`src/sv/chs_remap_pkg.sv`:
```
`timescale 1ns / 1ps
package chs_remap_pkg;

   localparam int BLOCK_W = 28;
   localparam int CYL_W = 16;
   localparam int DIV_CNT_W = $clog2(BLOCK_W);

   localparam int TABLE_DEPTH_DEFAULT = 128;
   localparam int DRIVE_COUNT_DEFAULT = 2;

   localparam logic [CYL_W-1:0] END_MARK = 16'hFFFF;

   localparam logic [27:0] SPC_RESET = 28'd1999999;
   localparam logic [7:0] SPT_RESET = 8'd17;
   localparam logic [27:0] TOTAL_RESET = 28'd0;
   localparam logic [7:0] THRESHOLD_RESET = 8'd16;

   typedef enum logic [1:0] {
      CSR_SECTORS_PER_CYLINDER = 2'd0,
      CSR_SECTORS_PER_TRACK = 2'd1,
      CSR_TOTAL_SECTORS = 2'd2,
      CSR_REMAP_THRESHOLD = 2'd3
   } csr_index_type;

   typedef enum logic {
      MODE_TRANSLATE = 1'b0,
      MODE_LOAD = 1'b1
   } mode_type;

   typedef struct packed {
      logic mode;
      logic drive;
      logic [27:0] block;
      logic [6:0] entry_index;
      logic [15:0] entry_cylinder;
      logic [15:0] entry_track_sector;
   } chs_req_type;

   typedef struct packed {
      logic [15:0] cylinder;
      logic [3:0] head;
      logic [7:0] sector_number;
      logic [27:0] final_block;
      logic remapped;
   } chs_rsp_type;

   typedef struct packed {
      logic start;
      logic [BLOCK_W-1:0] dividend;
      logic [BLOCK_W-1:0] divisor;
   } div_req_type;

   typedef struct packed {
      logic done;
      logic [BLOCK_W-1:0] quotient;
      logic [BLOCK_W-1:0] remainder;
   } div_rsp_type;

   typedef struct packed {
      logic cyl_en;
      logic ts_en;
      logic [CYL_W-1:0] cyl;
      logic [15:0] ts;
   } tbl_wr_type;

endpackage

```
`src/sv/chs_remap_div.sv`:
```
`timescale 1ns / 1ps
module chs_remap_div
   import chs_remap_pkg::*;
(
   input logic clock,
   input logic reset,
   input div_req_type div_req,
   output div_rsp_type div_rsp
);

   logic run_ff;
   logic done_ff;
   logic [DIV_CNT_W-1:0] cnt_ff;
   logic [BLOCK_W-1:0] quo_ff;
   logic [BLOCK_W-1:0] rem_ff;
   logic [BLOCK_W-1:0] dvs_ff;

   logic [BLOCK_W:0] trial;
   logic [BLOCK_W:0] diff;
   logic take;

   // restoring divide, one quotient bit per cycle
   always_comb begin
      trial = {rem_ff, quo_ff[BLOCK_W-1]};
      diff = trial - {1'b0, dvs_ff};
      take = ~diff[BLOCK_W];
   end

   always_ff @(posedge clock) begin
      if (reset) begin
         run_ff <= 1'b0;
         done_ff <= 1'b0;
         cnt_ff <= '0;
      end else begin
         done_ff <= 1'b0;
         if (div_req.start && !run_ff) begin
            run_ff <= 1'b1;
            cnt_ff <= '0;
            quo_ff <= div_req.dividend;
            rem_ff <= '0;
            dvs_ff <= div_req.divisor;
         end else if (run_ff) begin
            quo_ff <= {quo_ff[BLOCK_W-2:0], take};
            rem_ff <= take ? diff[BLOCK_W-1:0] : trial[BLOCK_W-1:0];
            cnt_ff <= cnt_ff + 1'b1;
            if (cnt_ff == DIV_CNT_W'(BLOCK_W - 1)) begin
               run_ff <= 1'b0;
               done_ff <= 1'b1;
            end
         end
      end
   end

   assign div_rsp.done = done_ff;
   assign div_rsp.quotient = quo_ff;
   assign div_rsp.remainder = rem_ff;

endmodule

```
`config.mk`:
```
export PLATFORM = sky130hd
export DESIGN_NAME = chs_remap_div
export DESIGN_NICKNAME = d
export VERILOG_FILES = /design/src/sv/chs_remap_pkg.sv /design/src/sv/chs_remap_div.sv
export SDC_FILE = /design/constraint.sdc
export NUM_CORES = 1
export LEC_CHECK = 0
export BUFFER_PORTS_ARGS = -buffer_cell sky130_fd_sc_hd__clkbuf_2
export CORE_MARGIN = 3
export CORE_UTILIZATION = 50
export CTS_CLUSTER_DIAMETER = 40
export CTS_CLUSTER_SIZE = 40
export DETAILED_ROUTE_END_ITERATION = 7
export PLACE_DENSITY = 0.84
export SYNTH_ARGS = -nofsm -noshare
export SYNTH_HDL_FRONTEND = slang
export SYNTH_SLANG_ARGS = --single-unit
```
`constraint.sdc`:
```
create_clock -name clock -period 4.6 [get_ports clock]
set_input_delay 0.46 -clock clock [delete_from_list [all_inputs] [get_ports clock]]
set_output_delay 0.46 -clock clock [all_outputs]
set_load 0.02 [all_outputs]
```
==> After elaboration in Yosys (flattened, before gate mapping) <==
Cells that the tools add are included.
{ "op_classes": {"eq_ne": 1, "n_addsub": 2, "n_bitwise": 3, "muxes": 8, "reduce_logical": 7} }
{ "op_table": {"columns": ["op", "n"], "rows": [
  ["2-to-1 mux 28 bit", 4],
  ["subtractor 29 x 28 -> 29 bit", 1],
  ["adder 5 x 1 -> 5 bit, second input constant", 1],
  ["equality test 5 bit, second input constant", 1],
  ["2-to-1 mux 1 bit", 4],
  ["AND reduction 2 bit", 2],
  ["inverter 1 bit", 3],
  ["OR reduction 3 bit", 1],
  ["nonzero test 2 bit", 1],
  ["OR reduction 2 bit", 1],
  ["logical AND 1 bit", 1],
  ["logical NOT 1 bit", 1]
]} }
{ "totals": {"ff_bits": 91, "elab_cells": 27, "input_bits": 59, "output_inout_bits": 57} }

==> Depth between registers and ports, before layout <==
{ "depth": {"ltp_word": 4, "depth_mapped": 12} }

==> Worst setup path after synthesis <==
Ideal clock, no wire load.
{ "synth_timing": {"path_type": "input to register", "startpoint": "in reset", "endpoint": "reg quo_ff[0] (enable)", "t_arrival_ns": 3.016, "setup_ns": 0.470, "path_slack_ns": 1.114, "cell_stages": 2, "required_time_ns": 4.130, "cell_sequence": "clkbuf_1 nor2_1"} }
{ "synth_via": {"elab_chain_len": 2} }
{ "synth_rtl": {"columns": ["item", "line", "rtl"], "rows": [
  ["start, declared", "chs_remap_div.sv:6", "input logic reset,"],
  ["inverter 1 bit (no source line)", null, null],
  ["AND reduction 2 bit (no source line)", null, null],
  ["end signal, assigned", "chs_remap_div.sv:39", "quo_ff <= div_req.dividend;"],
  ["end signal, assigned", "chs_remap_div.sv:43", "quo_ff <= {quo_ff[BLOCK_W-2:0], take};"],
  ["end, declared", "chs_remap_div.sv:14", "logic [BLOCK_W-1:0] quo_ff;"]
]} }
No other way between the ends.
A chain may end at the register's enable or synchronous reset.

==> Final worst setup path <==
{ "layout_timing": {"startpoint": "reg quo_ff[27]", "endpoint": "reg rem_ff[8], data pin"} }
{ "layout_via": {"elab_chain_len": 3} }
{ "layout_rtl": {"columns": ["item", "line", "rtl"], "rows": [
  ["subtractor 29 x 28 -> 29 bit", "chs_remap_div.sv:25", "diff = trial - {1'b0, dvs_ff};"],
  ["2-to-1 mux 28 bit", "chs_remap_div.sv:44", "rem_ff <= take ? diff[BLOCK_W-1:0] : trial[BLOCK_W-1:0];"],
  ["2-to-1 mux 28 bit", "chs_remap_div.sv:42", "end else if (run_ff) begin"],
  ["end signal, assigned", "chs_remap_div.sv:44", null],
  ["end, declared", "chs_remap_div.sv:15", "logic [BLOCK_W-1:0] rem_ff;"]
]} }
No other way between the ends. The select of a mux whose other input is x is not followed.

==> PnR_summary.wiki <==
{| class="wikitable"
! Metric !! Value
|-
| Root buffer cell || clkbuf_8
|-
| I/O pin count || between 100 and 150
|-
| Router iterations before antenna repair || 5
|-
| Stage delay of the slowest cell on the critical path || approximately 0.73 ns
|-
| Biggest fanout along the worst timing path || 23
|-
| CTS resizes || 0
|-
| Net Sw Frac || 0.334
|-
| Setup skew after layout || ~0.012 ns
|-
| Sequential cell area fraction in the yosys report || 0.508
|-
| Netlist area before placement || 5240 sq um
|-
| Class of the most critical setup path || reg -> reg
|-
| Chip Height || between 100 and 150 microns
|-
| FP Rows || 36
|-
| Final period utilization || 0.754
|-
| Power per Cell Area || 402 nW/um^2
|-
| Crit-path leading delay family || XOR/XNOR gates
|-
| Outcome || complete, no violations
|-
| Layout cells sized above 1 || 0.239
|-
| CP startpoint kind || flip-flop
|-
| Number of sinks handled by clock tree synthesis || 91
|-
| Global route overflow || 0
|-
| Number of remaining DRC errors || 0
|-
| Total nets after synthesis || between 600 and 700
|-
| Clock tree from TritonCTS || yes
|-
| Worst Tran Pin Value || roughly 0.93 ns
|-
| Critical Path Stages || 12
|-
| Clock-pin transition on the worst setup and hold timing paths || 0.09 ns
|-
| Met2 usage in global routing || 0.349
|-
| Leakage component of the power || about 2.8 nW
|-
| Comb pwr share || 0.330
|-
| Initial Utilization || 0.524
|-
| Unrepaired setup endpoints after global routing || no
|-
| Data arrival time of the critical path || around 3.6 ns
|-
| Total net switching power || 0.824 mW
|-
| M1 GR Usage || 0.258
|-
| Overall global routing resource usage || 0.209
|-
| Layer carrying the most global-route usage || met2
|-
| Die X || 108 microns
|-
| Crit. End Element || flip-flop
|-
| Seq cells post-synth || just over 90
|-
| Top area cells in the synthesized netlist || edfxtp_1, nand2_1, ha_1, mux2i_1, nor2_1
|-
| VDD IR-drop max || roughly 230 uV
|-
| Sequential share of power || 0.430
|-
| Inserted Diodes || 0
|-
| Fmax achieved || a little under 300 MHz
|-
| Num CTS Buffers || 9
|-
| Residual antenna-violating net count after detailed routing || 0
|-
| Final count of pins violating max slew || 0
|-
| Path category of the worst min-delay check || in -> reg
|-
| Commonest register cell after synthesis || edfxtp_1
|-
| CP bufs+invs || 2
|-
| Layout Area Growth over Synthesis || 17.2%
|-
| Vias in the first global route || about 4,200
|-
| Number of DRC markers after the initial detailed-route iteration || about 280
|-
| Summed negative setup slack over all endpoints || 0 ns
|-
| Worst max-slew margin expressed relative to the limit || 0.381
|-
| Critical path data required time || around 4.7 ns
|-
| Post-CTS Setup Inserts || 0
|-
| Number of antenna violations at the first check in global routing || 0
|-
| CTS Hold Bufs || 0
|-
| Later-pin clock latency in the skew report || 0.37 ns
|-
| DP Wirelength || between 8000 and 9000 microns
|-
| Cells after Synth || around 520
|-
| Global-route wire length before repair || between 15,000 and 20,000 microns
|-
| Number of flops mapped to enable cells by yosys || 84
|-
| Avg Vias per Cell || 5.45
|-
| Pint || approximately 1.6 mW
|-
| Cell type with the largest total area after synthesis || edfxtp_1
|-
| Die Area || approximately 12,000 sq um
|-
| Setup-failing EPs final || 0
|-
| Nets || 716
|-
| Synth top area share || 0.481
|-
| Power share of the clock group || 0.240
|-
| Number of hold violations in the final report || 0
|-
| Max stage delay cell, worst path || xnor2_4
|-
| Total number of vias || 4,167
|-
| Number of port buffers || approximately 120
|-
| Routed wirelength normalized by instance count || between 15 and 20 microns
|-
| Count of maximum capacitance violations || 0
|-
| Largest net degree at the start of global routing || 33
|-
| Mean post-synth cell area || 10.1 sq um
|-
| Max H-tree Level || 3
|-
| Core region area || about 10000 sq um
|-
| Area of all placed cells without fillers || approximately 6100 sq um
|-
| Sum of routed wire length over all layers || roughly 12,000 microns
|-
| Fin util || 0.615
|-
| WHS Path Cells || 1
|-
| Post-layout minimum cycle time || 3.47 ns
|-
| Number of buffers between clock root and the deepest sink || 2
|-
| Routability cong. || about 0.9
|-
| Number of distinct library cells after synthesis || 53
|-
| CP Cell Sequence || inv_1 > ha_1 > fa_1 > nand2b_1 > a21oi_1 > o21ai_1 > a21oi_2 > nor3_2 > xnor2_4 > buf_4 > mux2i_1 > nor2_1
|-
| Met3 GRT Util || 0.0627
|-
| Total number of yosys warnings || 0
|-
| Fraction of registers with async set/reset || 0
|-
| Instance area after placement || roughly 5900 sq um
|-
| Worst reg2reg path depth || 12
|}
[logic make-up after synthesis]
logic type	share of synthesized area
and+or+nand+nor	0.178
buffers and inverters	0.0477
adders and majority gates	0.0730
muxes	0.0444
AOI/OAI and AO/OA	0.0990
DFF	0.508
xor gates and xnor gates	0.0499
[final timing paths]
check | start | to | slack, ns
worst max-delay path | quo_ff[27] | rem_ff[8] | 1.13
worst min-delay path | div_req[14] | dvs_ff[14] | 0.26
worst max register to register | quo_ff[27] | rem_ff[8] | 1.13
worst min register to register | quo_ff[8] | quo_ff[9] | 0.56
[metal layers]
metal | share of wire | vias to the layer above
li1 | - | 2030
met1 | 0.41 | 1951
met2 | 0.49 | 166
met3 | 0.086 | 20
met4 | 0.018 | 0
met5 | 0 | -
[cells in the mapped netlist, drive strengths merged, types with 3 or more instances]
library cell  number
nand2            111
edfxtp            84
nor2              39
inv               36
ha                29
a21oi             25
mux2i             21
nor3              15
o21ai             15
xnor2             15
xor2              14
clkbuf            11
buf               10
nand3              9
nand4              9
nand2b             8
dfxtp              7
o211ai             6
a21o               5
and2               4
and3               4
o21a               4
o21bai             4
a31oi              3
nor2b              3
o22ai              3
[sequential cells by signal, summed over array words and instances (netlist names)]
signal   count
done_ff      1
rem_ff      28
quo_ff      28
cnt_ff       5
run_ff       1
dvs_ff      28
[worst reg2reg max path, cell delays in order, from the launching register on]
cell      delay [ns]
edfxtp_1        0.36
inv_1           0.06
ha_1            0.22
fa_1            0.40
nand2b_1        0.17
a21oi_1         0.24
o21ai_1         0.15
a21oi_2         0.16
nor3_2          0.09
xnor2_4         0.73
buf_4           0.36
mux2i_1         0.22
nor2_1          0.06
[final cells by class]
| class | count | area (sq um) |
|---|---|---|
| fillers | 841 | 3850 |
| clock inverters | 7 | 92.6 |
| inverters | 36 | 135 |
| repair buffers | 119 | 606 |
| clock buffers | 9 | 124 |
| well taps | 133 | 166 |
| multi-input cells | 370 | 2360 |
| flip-flops and latches | 91 | 2660 |
[cell usage in the layout (no fill, tap or decap), types with 2 or more instances in the layout]
cell,count
a21boi_0,2
a21o_1,5
a21oi_1,23
a21oi_2,2
a221oi_1,2
a311o_1,2
a31oi_1,3
and2_1,4
and3_1,4
buf_4,4
bufinv_16,2
clkbuf_2,115
clkbuf_8,9
clkinv_2,2
clkinvlp_4,3
dfxtp_1,7
edfxtp_1,84
ha_1,29
inv_1,36
mux2_2,2
mux2i_1,21
nand2_1,110
nand2b_1,8
nand3_1,9
nand4_1,8
nor2_1,37
nor2b_1,2
nor3_1,14
o211ai_1,6
o21a_1,4
o21ai_0,11
o21ai_1,4
o21bai_1,4
o22ai_1,3
or3_1,2
xnor2_1,14
xor2_1,14
[power by group through the flow]
stage | logic (mW) | registers (mW) | clock network, mW
global route | 0.908 | 1.07 | 0.641
detailed placement | 0.812 | 1.08 | 0
floorplan | 0.556 | 1.14 | 0
CTS | 0.816 | 1.06 | 0.610
global placement | 0.784 | 1.08 | 0
finish | 0.813 | 1.06 | 0.592
[stage by stage]
step | hold WS, ns | setup slack, ns | power, mW | std cells
6_report | 0.261 | 1.13 | 2.47 | 765
5_1_grt | 0.243 | 0.850 | 2.62 | 765
4_1_cts | 0.239 | 1.09 | 2.49 | 765
3_5_place_dp | 0.531 | 1.13 | 1.89 | 749
3_3_place_gp | 0.524 | 1.31 | 1.86 | 749
2_1_floorplan | 0.514 | 1.11 | 1.70 | 518
(Power assumes the default switching activity.)
